### src/sv/xs128_pkg.sv
package xs128_pkg;

  localparam logic [31:0] MULT_K  = 32'd1812433253;
  localparam logic [31:0] XOR_X   = 32'd123464980;
  localparam logic [31:0] XOR_Y   = 32'd3447902351;
  localparam logic [31:0] XOR_Z   = 32'd2859490775;
  localparam logic [31:0] XOR_W   = 32'd47621719;
  localparam logic [31:0] RESET_X = 32'd123456789;
  localparam logic [31:0] RESET_Y = 32'd362436069;
  localparam logic [31:0] RESET_Z = 32'd521288629;
  localparam logic [31:0] RESET_W = 32'd88675123;

  // input kind, carried on tuser
  localparam logic CMD_DRAW   = 1'b0;
  localparam logic CMD_RESEED = 1'b1;

  // round index within one scramble pass
  localparam logic [1:0] ROUND_X = 2'd0;
  localparam logic [1:0] ROUND_Y = 2'd1;
  localparam logic [1:0] ROUND_Z = 2'd2;
  localparam logic [1:0] ROUND_W = 2'd3;

  typedef enum logic [1:0] {
    ST_IDLE,
    ST_MUL,
    ST_MIX
  } state_t;

  // seed ^= seed << 13; seed ^= seed >> 17
  function automatic logic [31:0] seed_mix(input logic [31:0] s);
    logic [31:0] a;
    a = s ^ (s << 13);
    return a ^ (a >> 17);
  endfunction

  function automatic logic [31:0] round_xor(input logic [1:0] idx);
    logic [31:0] k;
    case (idx)
      ROUND_X: k = XOR_X;
      ROUND_Y: k = XOR_Y;
      ROUND_Z: k = XOR_Z;
      default: k = XOR_W;
    endcase
    return k;
  endfunction

endpackage

### src/sv/xorshift128_generator.sv
// xorshift128 generator. Each item on the slave side is a draw (tuser = 0)
// or a reseed (tuser = 1, seed in tdata). A draw advances the four state
// words by one xorshift128 step and returns the new w word (tdata[31:0])
// and x word (tdata[63:32]), together a 64-bit fraction w:x with an implied
// half LSB. A draw is taken straight from the idle state, so draws run back to
// back while the master side keeps up. A reseed returns nothing; after it is
// taken the slave side stays busy for one pass, or two when the first pass
// leaves all four words zero: the four scramble rounds share one 32x32
// multiplier, each round a multiply state (ST_MUL) and then a state that
// mixes and stores a word (ST_MIX). The slave side is ready only while no
// reseed runs and the result register is empty or being taken.
module xorshift128_generator (
  input  logic        clk,
  input  logic        rst,
  input  logic        s_axis_tvalid,
  output logic        s_axis_tready,
  input  logic [31:0] s_axis_tdata,   // [31:0] seed_value
  input  logic        s_axis_tuser,   // [0] command
  output logic        m_axis_tvalid,
  input  logic        m_axis_tready,
  output logic [63:0] m_axis_tdata    // [31:0] upper_word, [63:32] lower_word
);

  xs128_pkg::state_t state, state_next;

  logic [31:0] word_x, word_y, word_z, word_w;
  logic [31:0] seed;       // running scramble seed
  logic [31:0] prod;       // registered seed * K + 1
  logic [1:0]  round;      // word being produced in this pass
  logic        pass;       // second pass after an all-zero result
  logic        out_valid;
  logic [31:0] out_upper, out_lower;

  logic        in_take;
  logic        do_draw;
  logic        do_reseed;
  logic        pass_zero;
  logic [31:0] mix_seed;
  logic [31:0] mix_word;
  logic [31:0] draw_t;
  logic [31:0] draw_w;

  // handshake decode
  always_comb begin
    s_axis_tready = (state == xs128_pkg::ST_IDLE) && (!out_valid || m_axis_tready);
    in_take       = s_axis_tvalid && s_axis_tready;
    do_draw       = in_take && (s_axis_tuser == xs128_pkg::CMD_DRAW);
    do_reseed     = in_take && (s_axis_tuser == xs128_pkg::CMD_RESEED);
  end

  // datapath terms
  always_comb begin
    mix_seed  = xs128_pkg::seed_mix(prod);
    mix_word  = xs128_pkg::round_xor(round) ^ mix_seed;
    // last round: x, y, z already stored this pass, w is being stored now
    pass_zero = ((word_x | word_y | word_z | mix_word) == 32'd0);
    draw_t    = word_x ^ (word_x << 11);
    draw_w    = word_w ^ draw_t ^ (draw_t >> 8) ^ (word_w >> 19);
  end

  // next state
  always_comb begin
    state_next = state;
    case (state)
      xs128_pkg::ST_IDLE: begin
        if (do_reseed) state_next = xs128_pkg::ST_MUL;
      end
      xs128_pkg::ST_MUL: begin
        state_next = xs128_pkg::ST_MIX;
      end
      xs128_pkg::ST_MIX: begin
        if (round != xs128_pkg::ROUND_W) state_next = xs128_pkg::ST_MUL;
        else if (pass_zero && !pass) state_next = xs128_pkg::ST_MUL;
        else state_next = xs128_pkg::ST_IDLE;
      end
      default: state_next = xs128_pkg::ST_IDLE;
    endcase
  end

  always_ff @(posedge clk) begin
    if (rst) begin
      state     <= xs128_pkg::ST_IDLE;
      out_valid <= 1'b0;
      round     <= xs128_pkg::ROUND_X;
      pass      <= 1'b0;
      word_x    <= xs128_pkg::RESET_X;
      word_y    <= xs128_pkg::RESET_Y;
      word_z    <= xs128_pkg::RESET_Z;
      word_w    <= xs128_pkg::RESET_W;
    end else begin
      state <= state_next;

      if (do_draw) out_valid <= 1'b1;
      else if (m_axis_tready) out_valid <= 1'b0;

      case (state)
        xs128_pkg::ST_IDLE: begin
          if (do_reseed) begin
            seed  <= s_axis_tdata;
            round <= xs128_pkg::ROUND_X;
            pass  <= 1'b0;
          end
          if (do_draw) begin
            word_x    <= word_y;
            word_y    <= word_z;
            word_z    <= word_w;
            word_w    <= draw_w;
            out_upper <= draw_w;
            out_lower <= word_y;
          end
        end
        xs128_pkg::ST_MUL: begin
          prod <= seed * xs128_pkg::MULT_K + 32'd1;
        end
        xs128_pkg::ST_MIX: begin
          seed <= mix_seed;
          case (round)
            xs128_pkg::ROUND_X: word_x <= mix_word;
            xs128_pkg::ROUND_Y: word_y <= mix_word;
            xs128_pkg::ROUND_Z: word_z <= mix_word;
            default:            word_w <= mix_word;
          endcase
          round <= round + 2'd1;   // wraps to ROUND_X after w
          if (round == xs128_pkg::ROUND_W) pass <= 1'b1;
        end
        default: begin
        end
      endcase
    end
  end

  assign m_axis_tvalid = out_valid;
  assign m_axis_tdata  = {out_lower, out_upper};

endmodule

### config.mk
export PLATFORM = sky130hd
export DESIGN_NAME = xorshift128_generator
export DESIGN_NICKNAME = d
export VERILOG_FILES = /design/src/sv/xs128_pkg.sv /design/src/sv/xorshift128_generator.sv
export SDC_FILE = /design/constraint.sdc
export NUM_CORES = 1
export LEC_CHECK = 0
export BUFFER_PORTS_ARGS = -buffer_cell sky130_fd_sc_hd__buf_4
export CAP_MARGIN = 20
export CORE_ASPECT_RATIO = 1.1
export CORE_UTILIZATION = 45
export DETAILED_ROUTE_END_ITERATION = 10
export PLACE_DENSITY = 0.76
export SLEW_MARGIN = 20
export SYNTH_ARGS = -nofsm -noshare
export SYNTH_HDL_FRONTEND = slang
export SYNTH_SLANG_ARGS = --single-unit
### constraint.sdc
create_clock -name clk -period 6.55 [get_ports clk]
set_clock_uncertainty 0.15 [all_clocks]
set_input_delay 0.3275 -clock clk [delete_from_list [all_inputs] [get_ports clk]]
set_output_delay 0.3275 -clock clk [all_outputs]
set_load 0.05 [all_outputs]
# Yosys cells after proc, flatten, opt, wreduce, memory -nomap -nowiden
# Index checks and enable logic that the tools add are counted.
[word_totals]
elab_cells = 89
reg_bits = 262
out_inout_bits = 66
[op_classes]
addsub = 2
mux = 26
n_eq_ne = 13
mul = 1
bitwise_logic = 12
reduce_logical = 23
[op_table]
columns = ["operator", "n"]
rows = [
  ["case mux 32 bit (2 select lines)", 5],
  ["two-way mux 32 bit", 9],
  ["XOR 32 bit", 4],
  ["OR 32 bit", 3],
  ["case mux 32 bit (3 select lines)", 1],
  ["adder 32 x 1 -> 32 bit, second input constant", 1],
  ["logical NOT 32 bit", 1],
  ["multiplier 32 x 31 -> 32 bit, second input constant", 1],
  ["XOR 32 x 13 -> 32 bit", 1],
  ["XOR 32 x 15 -> 32 bit", 1],
  ["XOR 32 x 24 -> 32 bit", 1],
  ["AND reduction 3 bit", 7],
  ["!= test 2 bit, second input constant", 5],
  ["== test 2 bit, second input constant", 3],
  ["two-way mux 1 bit", 6],
  ["!= test 2 x 1 -> 1 bit, second input constant", 3],
  ["case mux 2 bit (3 select lines)", 1],
  ["logical AND 1 bit", 5],
  ["== test 2 x 1 -> 1 bit, second input constant", 2],
  ["logical NOT 2 bit", 2],
  ["two-way mux 2 bit", 2],
  ["case mux 2 bit (2 select lines)", 1],
  ["AND reduction 2 bit", 2],
  ["nonzero test 2 bit", 2],
  ["6 further kinds", 8],
]

# Depth between registers and ports, before layout
# Gate-level depths: netlist of the first run.
[depth]
depth_word = 9
depth_mapped = 23
ltp_nobuf = 23

# Least setup slack after synthesis of the first run
# OpenSTA, ideal clock, no wires.
[synth_path]
path_kind = "reg2reg"
start = "reg out_valid, in the netlist m_axis_tvalid"
end = "reg out_lower[0] (enable)"
required_ns = 5.835
stages_incl_launch_ff = 5
slack_ns = -0.703
synth_period_minus_slack_ns = 7.253
path_buffers = 0
t_arrival_ns = 6.537
cell_sequence = "dfxtp_1 nor2b_1 nor3_1 nand2_1 nor3_1"
[synth_via]
elab_chain_cells = 6
[synth_lines]
columns = ["element", "line_no", "source"]
rows = [
  ["start: declaration", "xorshift128_generator.sv:31", "logic out_valid;"],
  ["start signal: assignment", "xorshift128_generator.sv:83", "out_valid <= 1'b0;"],
  ["start signal: assignment", "xorshift128_generator.sv:93", "if (do_draw) out_valid <= 1'b1;"],
  ["start signal: assignment", "xorshift128_generator.sv:94", "else if (m_axis_tready) out_valid <= 1'b0;"],
  ["logical NOT 1 bit", "xorshift128_generator.sv:45", "s_axis_tready = (state == xs128_pkg::ST_IDLE) && (!out_valid || m_axis_tready);"],
  ["logical OR 1 bit", "xorshift128_generator.sv:45", ""],
  ["logical AND 1 bit", "xorshift128_generator.sv:45", ""],
  ["named net s_axis_tready", "xorshift128_generator.sv:16", "output logic s_axis_tready,"],
  ["logical AND 1 bit", "xorshift128_generator.sv:46", "in_take = s_axis_tvalid && s_axis_tready;"],
  ["logical AND 1 bit", "xorshift128_generator.sv:47", "do_draw = in_take && (s_axis_tuser == xs128_pkg::CMD_DRAW);"],
  ["AND reduction 3 bit (no line)", "n/a", ""],
  ["end signal: assignment", "xorshift128_generator.sv:109", "out_lower <= word_y;"],
  ["end: declaration", "xorshift128_generator.sv:32", "logic [31:0] out_upper, out_lower;"],
]
# The timed path passes the listed nets, and every way through them passes these cells.
# A chain may end at the register's enable or synchronous reset.

# Worst setup path after layout of the first run
[layout_path]
start = "reg seed[20]"
end = "reg prod[31] (data pin)"
[layout_via]
elab_chain_cells = 2
[layout_lines]
columns = ["element", "line_no", "source"]
rows = [
  ["start: declaration", "xorshift128_generator.sv:27", "logic [31:0] seed;"],
  ["start signal: assignment", "xorshift128_generator.sv:99", "seed <= s_axis_tdata;"],
  ["start signal: assignment", "xorshift128_generator.sv:116", "seed <= mix_seed;"],
  ["multiplier 32 x 31 -> 32 bit", "xorshift128_generator.sv:113", "prod <= seed * xs128_pkg::MULT_K + 32'd1;"],
  ["adder 32 x 1 -> 32 bit", "xorshift128_generator.sv:113", ""],
  ["end signal: assignment", "xorshift128_generator.sv:113", ""],
  ["end: declaration", "xorshift128_generator.sv:28", "logic [31:0] prod;"],
]
# Every way passes these cells.

==> flow_summary.toml, run 1 <==
[min_path]
hp-class = "input port to register"

[die]
die_h_um = 219
io_pins = 103
die-width_um = 199
core_area_um2 = 42200
initial_core_util = 0.456
dieArea_um2 = 43600
rows = 79

[worst_setup_path]
cp_top_family = "adder cells"
arrival_ns = 6.63
crit_required_ns = 6.73
cp_slowest_cell = "fa_2"
cp_cell_sequence = "buf_4, ha_1, ha_1, fa_1, inv_1, fa_1, inv_1, fa_1, fa_1, fa_1, fa_2, ha_4, a21o_1, or3_1, or3_4, a31o_1, a21oi_2, xnor2_1"
startpoint_type = "register"
criticalPathCategory = "register to register"
slowest_delay_ns = 0.64
cp-end-kind = "register"
critPathBufInv = 3
r2r_setup_slack_ns = 0.09
path_common_cell = "fa_1"
path_max_fanout = 5

[grt]
groute.usage.overall = 0.250
antenna_found_initial = 1
grt_pass1_vias = 14700
grt_max_degree = 96
globalRouteOverflowTotal = 0
grt_pass1_wl_um = 82600

[synth]
ys_warn_count = 0
ys_seq_area_frac = 0.339
ys_types = 57
synth_top_cell_by_area = "edfxtp_1"
ys_ff_latch = 262
synth_fp_nets = 2266
yosysMostFrequentCell = "inv_1"
avgSynthCellArea_um2 = 10.3
synth_top_area_frac = 0.200
synthArstFlopShare = 0
syn_inst = 1864
synth_common_cells = "227 x inv_1, 218 x ha_1, 160 x xnor2_1"
synth_flop_cell = "dfxtp_1"
netlist_area_um2 = 19200
synthTopCellsByArea = "edfxtp_1 20%, fa_1 15%, ha_1 14%, dfxtp_1 14%, xnor2_1 7.3%"
synth-edff-count = 128

[timing]
setup_slack_ns = 0.0926
hold_viol = 0
maxSlewViolCount = 0
finalCriticalPeriod_ns = 6.46
max-slew-margin-rel = 0.265
hold_ws_ns = 0.0288
fin_crit_sh = 0.986
grt_setup_unrepaired = "yes"
worstMarginPinSlew_ns = 1.10
max_freq_ghz = 0.155
setup_viol = 0

[clock_network]
cts-root-buf = "clkbuf_16"
clock_latency_ns = 0.59
clk_path_buf_depth = 3
htreeDepth = 1
numCtsBuffers = 29
cts_tree = "built"
clock_sinks = 262
clk_pin_slew_ns = 0.07

[place]
numPlacedInstances = 2496
dp_hpwl_um = 41400
gp_congestion = 0.947
dpl_worst_slack_ns = 0.00789
io_buffers = 102

[run_status]
status = "complete, no violations"

[layout]
fill_cells = 3607
ff_latch_area_um2 = 6530
multiInputGateArea_um2 = 11800
drive_gt1_frac = 0.138
nets = 2413
areaGrowthSynthToFinish_pct = 16.8
fin_cells = 2602

[pwr]
pwr-share-clk = 0.152
p_per_area_nw_per_um2 = 499
power.switching_uw = 4820
swShare = 0.430
power_frac_comb = 0.637
leakagePower_uw = 0.00950
p_int_uw = 6390
power_frac_seq = 0.211
ir_drop_v = 0.000468

[route]
dr.pass1.iters = 5
antenna_left = 0
drt_iter0_drc = 1090
drt-total-wl_um = 54400
viasPerCell = 5.52
via_count = 14400
drc_errors = 0
avgRoutedWirePerCell_um = 20.9

[run]
drv_cap = 0
## power by group through the flow
stage	Clock [µW]	Sequential (µW)	Combinational, µW
6_report	1710	2360	7130
3_3_place_gp	0	2390	6340
4_1_cts	1720	2360	6540
3_5_place_dp	0	2390	6480
2_1_floorplan	0	2390	4750
5_1_grt	1790	2370	7890
## layout make-up
cell class,instances,area share
Tap cell,567,0.0316
Multi-Input combinational cell,1294,0.526
Antenna cell,1,0.000111
Clock inverter,22,0.0103
Clock buffer,32,0.0338
Inverter,227,0.0379
Sequential cell,262,0.291
Timing Repair Buffer,197,0.0701
## sequential cells by signal, summed over array words and instances (netlist names)
name	flops
m_axis_tvalid	1
out_lower	32
out_upper	32
pass	1
prod	32
round	2
seed	32
state	2
word_w	32
word_x	32
word_y	32
word_z	32
## metrics by stage
| stage | TNS, ns | util | area, µm² | total power (µW) |
|---|---|---|---|---|
| after global placement | 0 | 0.492 | 20700 | 8730 |
| after CTS | 0 | 0.522 | 22000 | 10600 |
| after detailed placement | 0 | 0.492 | 20700 | 8870 |
| final | 0 | 0.532 | 22500 | 11200 |
| after global routing | -0.125 | 0.532 | 22500 | 12100 |
| after floorplan | 0 | - | 19200 | 7140 |
## cells in the final DEF, fill, tap and decap left out, types with 4 or more instances in the layout
cell and count:
nor2b_1 4, fa_1 143, a21o_1 13, nor3_1 17
o211ai_1 31, a21oi_1 81, nand4_1 10, dlygate4sd3_1 30
xnor2_2 4, xor2_2 4, clkinv_2 6, a21oi_2 7
ha_4 14, o21ai_0 97, edfxtp_1 128, a211oi_1 45
or2_2 6, buf_4 164, dfxtp_1 134, fa_2 4
nor3b_1 4, o21bai_1 32, a311oi_1 26, xnor2_1 160
a31oi_1 8, nand2b_1 4, nor4_1 27, nand3_1 13
clkbuf_16 30, o21a_1 7, nor2_1 105, inv_1 227
nand2_1 135, xor2_1 44, ha_1 202
## what timing repair did
item | 4_1_cts | 5_1_grt
pin swaps | 0 | 28
gates cloned | 0 | 0
endpoints found under the setup margin | 1 | 6
endpoints found under the hold margin | 30 | 0
buffers inserted | 0 | 20
gates resized for setup | 1 | 35
hold buffers | 30 | 0
## cells by family (layout without fill, tap and decap cells)
logic type      after synthesis  in the layout  synth area share
other cells                   0              1                 0
xor+xnor                    212            212            0.0996
mux                           2              2           0.00104
simple gates                347            347            0.0810
compound gates              368            368             0.122
flops                       262            262             0.339
buf+inv                     308            478            0.0619
fa+ha+maj                   365            365             0.295
## worst register-to-register path, stage by stage (launching register included)
cell and delay [ns]:
edfxtp_1 0.42, buf_4 0.20, ha_1 0.31, ha_1 0.32
fa_1 0.50, inv_1 0.05, fa_1 0.50, inv_1 0.07
fa_1 0.51, fa_1 0.44, fa_1 0.52, fa_2 0.64
ha_4 0.22, a21o_1 0.20, or3_1 0.31, or3_4 0.39
a31o_1 0.23, a21oi_2 0.15, xnor2_1 0.07
## worst paths after layout
check,cells past startpoint,start,to
worst max-delay path,18,seed[20],prod[31]
worst min-delay path,3,s_axis_tuser,m_axis_tvalid
worst max register to register,18,seed[20],prod[31]
worst min register to register,2,word_z[14],word_z[14]
## layer usage
layer  part of all wire  routed length [µm]  vias up  track usage
met5                  0                   0        -            0
met4              0.054                2940        0        0.120
met3              0.068                3720      163       0.0410
met2               0.49               26500      585        0.429
met1               0.39               21300     6972        0.305
li1                   -                   -     6638            -
(Power assumes the default switching activity.)
==> run 2, diff against run 1 <==
Settings changed: BUFFER_PORTS_ARGS -buffer_cell sky130_fd_sc_hd__buf_4 to default, DONT_BUFFER_PORTS from default to 1, PLACE_DENSITY 0.76 to 0.74.
==> run 2 against run 1 <==
  * Critical path depth decreased by 1
  * Total power decreased by 2.4%
  * Sequential power increased by 3%
  * Cell count decreased by 4.4%
  * Sequential share of layout area increased by 1.3 points
  * Largest cell class unchanged
  * Highest routed layer unchanged
==> flow_summary.toml, run 2 (same netlist as run 1, synthesis figures left out) <==
[timing]
fin_crit_sh = 0.972
hold_viol = 0
grt_setup_unrepaired = "yes"
worstMarginPinSlew_ns = 1.15
setup_viol = 0
max_freq_ghz = 0.157
max-slew-margin-rel = 0.235
maxSlewViolCount = 0
finalCriticalPeriod_ns = 6.37

[grt]
met3_usage = 0.0312
grt_pass1_wl_um = 82400
globalRouteOverflowTotal = 0
grtUsageMet1 = 0.317
antenna_found_initial = 1
grt_max_degree = 135
busiest_layer = "met2"
grt_pass1_vias = 14200
groute.usage.overall = 0.251
grt_use_met2 = 0.425

[layout]
mostFrequentLayoutCell = "inv_1"
areaGrowthSynthToFinish_pct = 11.8
fill_cells = 3688
nets = 2297
drive_gt1_frac = 0.0745
fin_util = 0.509
final_cell_mix = "227 x inv_1, 214 x ha_1, 160 x xnor2_1"

[die]
core_area_um2 = 42200
die-width_um = 199
io_pins = 103
initial_core_util = 0.456
dieArea_um2 = 43600
rows = 79
die_h_um = 219

[clock_network]
clock_sinks = 262
numCtsBuffers = 30
clk_pin_slew_ns = 0.06
clk_path_buf_depth = 3
clock_latency_ns = 0.59
htreeDepth = 1
cts-root-buf = "clkbuf_16"
cts_tree = "built"

[worst_setup_path]
cp_slowest_cell = "fa_1"
path_max_fanout = 5
path_common_cell = "fa_1"
cp_top_family = "adder cells"
arrival_ns = 6.55
criticalPathCategory = "register to register"
startpoint_type = "register"
slowest_delay_ns = 0.56
cp-end-kind = "register"
cp_cell_sequence = "ha_1, ha_1, fa_1, inv_1, fa_1, inv_1, fa_1, fa_1, fa_1, fa_1, ha_1, a21o_1, or3_1, or3_1, a31o_1, a21oi_2, xnor2_1"
critPathBufInv = 2
crit_required_ns = 6.73

[place]
io_buffers = 0
gp_congestion = 0.941
dp_hpwl_um = 40900

[run_status]
status = "complete, no violations"

[route]
viasPerCell = 5.64
drt_iter0_drc = 1111
dr.pass1.iters = 6
via_count = 14000
drt-total-wl_um = 53600
drc_errors = 0
avgRoutedWirePerCell_um = 21.5
antenna_left = 0

[pwr]
total_power_uw = 10900
ir_drop_v = 0.000642
leakagePower_uw = 0.00896
p_per_area_nw_per_um2 = 508

[min_path]
hp-class = "input port to register"

[run]
drv_cap = 0
## run 2: changes by cell type in the layout (fill, tap and decap cells not counted), sizes merged
cell	previous run	this run
dlygate4sd3	30	35
buf	167	45
bufinv	3	4
clkinvlp	3	4
## run 2: worst reg2reg max path, delay by kind of cell (launching register included)
| family | cells | cell delay [ns] |
|---|---|---|
| compound gates | 3 | 0.59 |
| xor+xnor | 1 | 0.07 |
| fa+ha+maj | 9 | 3.98 |
| buf+inv | 2 | 0.11 |
| flops | 1 | 0.54 |
| simple gates | 2 | 0.69 |
## run 2: per-stage QoR
step	cell area [µm²]	setup slack (ns)	instances	TNS, ns	hold slack (ns)
floorplan	19200	0.100	1864	0	0.290
global placement	19900	0.0867	2387	0	0.265
detailed placement	19900	0.0607	2387	0	0.269
CTS	21400	0.0407	2479	0	0.0292
global route	21500	-0.0352	2486	-0.100	0.0873
finish	21500	0.181	2487	0	0.0377
## run 2: worst paths after layout
kind              startpoint    endpoint  slack, ns  depth (start not counted)
hold / removal           rst   word_x[9]       0.04                          2
hold reg to reg   word_w[11]  word_w[11]       0.33                          2
setup reg to reg    seed[21]    prod[31]       0.18                         17
setup / recovery    seed[21]    prod[31]       0.18                         17
## run 2: layout make-up
cell class,instances,area [µm²],area share
tap,567,709,0.0330
antenna,1,2.50,0.000116
clock buffer,32,758,0.0353
clock inverter,24,297,0.0138
inverter,227,852,0.0396
multi-input combinational,1294,11600,0.541
sequential,262,6530,0.304
timing repair buffer,80,724,0.0337
## run 2: what timing repair did
item / in CTS / in global routing
setup buffers: 0 / 7
endpoints found under the setup margin: 0 / 5
hold endpoints to repair: 166 / 0
hold buffers: 36 / 0
gates resized for setup: 0 / 13
## run 2: layer usage
layer / vias to the layer above / wire, µm
met2: 676 / 25900
met3: 148 / 3680
met4: 0 / 2680
li1: 6426 / -
met1: 6789 / 21300
met5: - / 0
## run 2: power by group
group	leakage (µW)	total (µW)	switching, µW	internal [µW]
clock network	0.000501	1770	746	1020
registers	0.00225	2430	227	2200
logic	0.00620	6740	3820	2920
==> run 3, diff against run 2 <==
Settings changed: ABC_AREA from default to 1.
==> run 3 against run 2 <==
  * Worst setup slack better by 0.037 ns
  * Final area is 2.9% higher
  * Via count grew 15%
  * Critical path type unchanged
  * Largest cell class unchanged
  * Highest routed layer is now met5
==> flow_summary.toml, run 3 <==
[run_status]
status = "complete, no violations"

[worst_setup_path]
cp_slowest_cell = "edfxtp_1"
r2r_setup_slack_ns = 0.22
slowest_delay_ns = 0.57
arrival_ns = 6.50
startpoint_type = "register"
crit_required_ns = 6.72
cp-end-kind = "register"
criticalPathCategory = "register to register"
r2r_start = "seed[15]"
ff2ff_path_depth = 20
startpoint = "seed[15]"
crit_path_end = "prod[26]"
reg2reg_to = "prod[26]"
cp_cell_sequence = "ha_1, ha_1, fa_1, inv_1, fa_1, inv_1, fa_1, fa_1, fa_1, inv_1, fa_1, inv_1, ha_1, a21oi_1, o21ai_0, a21oi_2, nand3_1, nand2_1, nand2_1, xor2_1"
path_common_cell = "fa_1"
path_max_fanout = 6

[synth]
avgSynthCellArea_um2 = 8.74
ys_ff_latch = 262
synth-edff-count = 128
ys_types = 39
synth_fp_nets = 2703
syn_inst = 2301
synthArstFlopShare = 0
synth_common_cells = "473 x nand2_1, 356 x inv_1, 218 x ha_1"
yosysMostFrequentCell = "nand2_1"
netlist_area_um2 = 20100
synth_top_cell_by_area = "edfxtp_1"
synth_flop_cell = "dfxtp_1"
ys_seq_area_frac = 0.325
synthTopCellsByArea = "edfxtp_1 19%, fa_1 15%, ha_1 14%, dfxtp_1 13%, nand2_1 8.8%"
synth_top_area_frac = 0.191
ys_warn_count = 0

[grt]
grt_max_degree = 111
globalRouteOverflowTotal = 0
groute.usage.overall = 0.269
grt_pass1_vias = 16100
antenna_found_initial = 6
grt_pass1_wl_um = 92900

[clock_network]
htreeDepth = 1
clock_sinks = 262
clock_latency_ns = 0.58
clk_pin_slew_ns = 0.06
clk_path_buf_depth = 3
numCtsBuffers = 28
cts-root-buf = "clkbuf_16"
cts_tree = "built"

[route]
antenna_left = 0
avgRoutedWirePerCell_um = 20.6
drc_errors = 0
drt_iter0_drc = 1576
via_count = 16100
drt-total-wl_um = 60400
dr.pass1.iters = 8
viasPerCell = 5.50

[timing]
grt_setup_unrepaired = "yes"
worstMarginPinSlew_ns = 1.12
hold_viol = 0
fin_crit_sh = 0.967
max-slew-margin-rel = 0.253
setup_viol = 0
max_freq_ghz = 0.158
finalCriticalPeriod_ns = 6.33
maxSlewViolCount = 0

[layout]
areaGrowthSynthToFinish_pct = 10.0
mostFrequentLayoutCell = "nand2_1"
drive_gt1_frac = 0.0488
final_cell_mix = "473 x nand2_1, 355 x inv_1, 218 x ha_1"
fill_cells = 4021
nets = 2738
multiInputGateArea_um2 = 11900
fin_cells = 2934
ff_latch_area_um2 = 6530

[die]
core_area_um2 = 43700
io_pins = 103
initial_core_util = 0.460
rows = 80
die_h_um = 224
die-width_um = 204
dieArea_um2 = 45500

[min_path]
hp-class = "input port to register"
hold_depth = 2

[place]
numPlacedInstances = 2840
gp_congestion = 0.970
dp_hpwl_um = 46900
io_buffers = 0

[run]
drv_cap = 0
==> run 3: cell types whose count changed after synthesis, moves of 25 or more <==
cell,before,now
xor2_1,44,83
xnor2_1,160,47
a311oi_1,26,0
a21oi_1,84,148
o21bai_1,32,1
inv_1,227,356
nor4_1,27,0
o21ai_0,98,129
nand2_1,135,473
nand3_1,13,115
a211oi_1,46,2
clkbuf_1,57,32
==> run 3: routing by layer <==
layer,part of all wire,global-route usage,vias up
li1,-,-,7530
met1,0.41,0.350,7740
met2,0.46,0.430,737
met3,0.082,0.0538,135
met4,0.049,0.127,2
met5,0.00023,0,-
==> run 3: per-stage QoR <==
step | setup TNS, ns | setup WS, ns | hold slack [ns] | instance area (µm²) | util
floorplan | 0 | 0.605 | 0.258 | 20100 | -
global placement | -0.0831 | -0.0538 | 0.261 | 20700 | 0.474
detailed placement | -0.0114 | -0.0100 | 0.264 | 20700 | 0.474
CTS | 0 | 0.0488 | 0.0192 | 22100 | 0.505
global route | -0.00958 | -0.00958 | 0.0277 | 22100 | 0.506
finish | 0 | 0.217 | 0.0312 | 22100 | 0.506
==> run 3: repair_timing <==
item                                    4_1_cts  5_1_grt
hold buffers                                 36        0
endpoints found under the setup margin        2        5
setup buffers                                 2        2
resized for setup                             0        3
endpoints found under the hold margin        55        0
==> run 3: cells by family after synthesis <==
| logic type | after synthesis | synth area share |
|---|---|---|
| AND/OR/NAND/NOR | 751 | 0.152 |
| flip-flops | 262 | 0.325 |
| buffers and inverters | 429 | 0.0843 |
| XOR/XNOR | 130 | 0.0566 |
| AO/OA/AOI/OAI | 364 | 0.0998 |
| adder cells (fa/ha/maj) | 365 | 0.282 |
==> run 3: final cells by class <==
type | instances | share of cell area
well taps | 574 | 0.0325
multi-input cells | 1610 | 0.538
clock buffers | 32 | 0.0333
inverters | 364 | 0.0621
flip-flops and latches | 262 | 0.295
clock inverters | 20 | 0.0107
repair buffers | 70 | 0.0278
diodes | 2 | 0.000226
==> run 3: worst min-delay path by stage <==
| stage | startpoint | to | slack (ns) |
|---|---|---|---|
| floorplan | word_y[17] | out_lower[17] | 0.26 |
| global placement | rst | round[1] | 0.26 |
| detailed placement | rst | round[1] | 0.26 |
| CTS | s_axis_tdata[11] | seed[11] | 0.02 |
| global route | s_axis_tdata[11] | seed[11] | 0.03 |
| finish | s_axis_tdata[11] | seed[11] | 0.03 |
==> run 3: worst max-delay path: cells and delay by family (launching register included) <==
| kind | cells | cell delay [ns] |
|---|---|---|
| AOI/OAI and AO/OA | 3 | 0.60 |
| and+or+nand+nor | 3 | 0.42 |
| buffers and inverters | 4 | 0.20 |
| xor gates and xnor gates | 1 | 0.14 |
| DFF | 1 | 0.57 |
| adders and majority gates | 9 | 4.00 |
Power of run 3 is left out: the tool's default activity adds up to more than one toggle a clock period on the data nets, which glitch-free logic cannot reach.
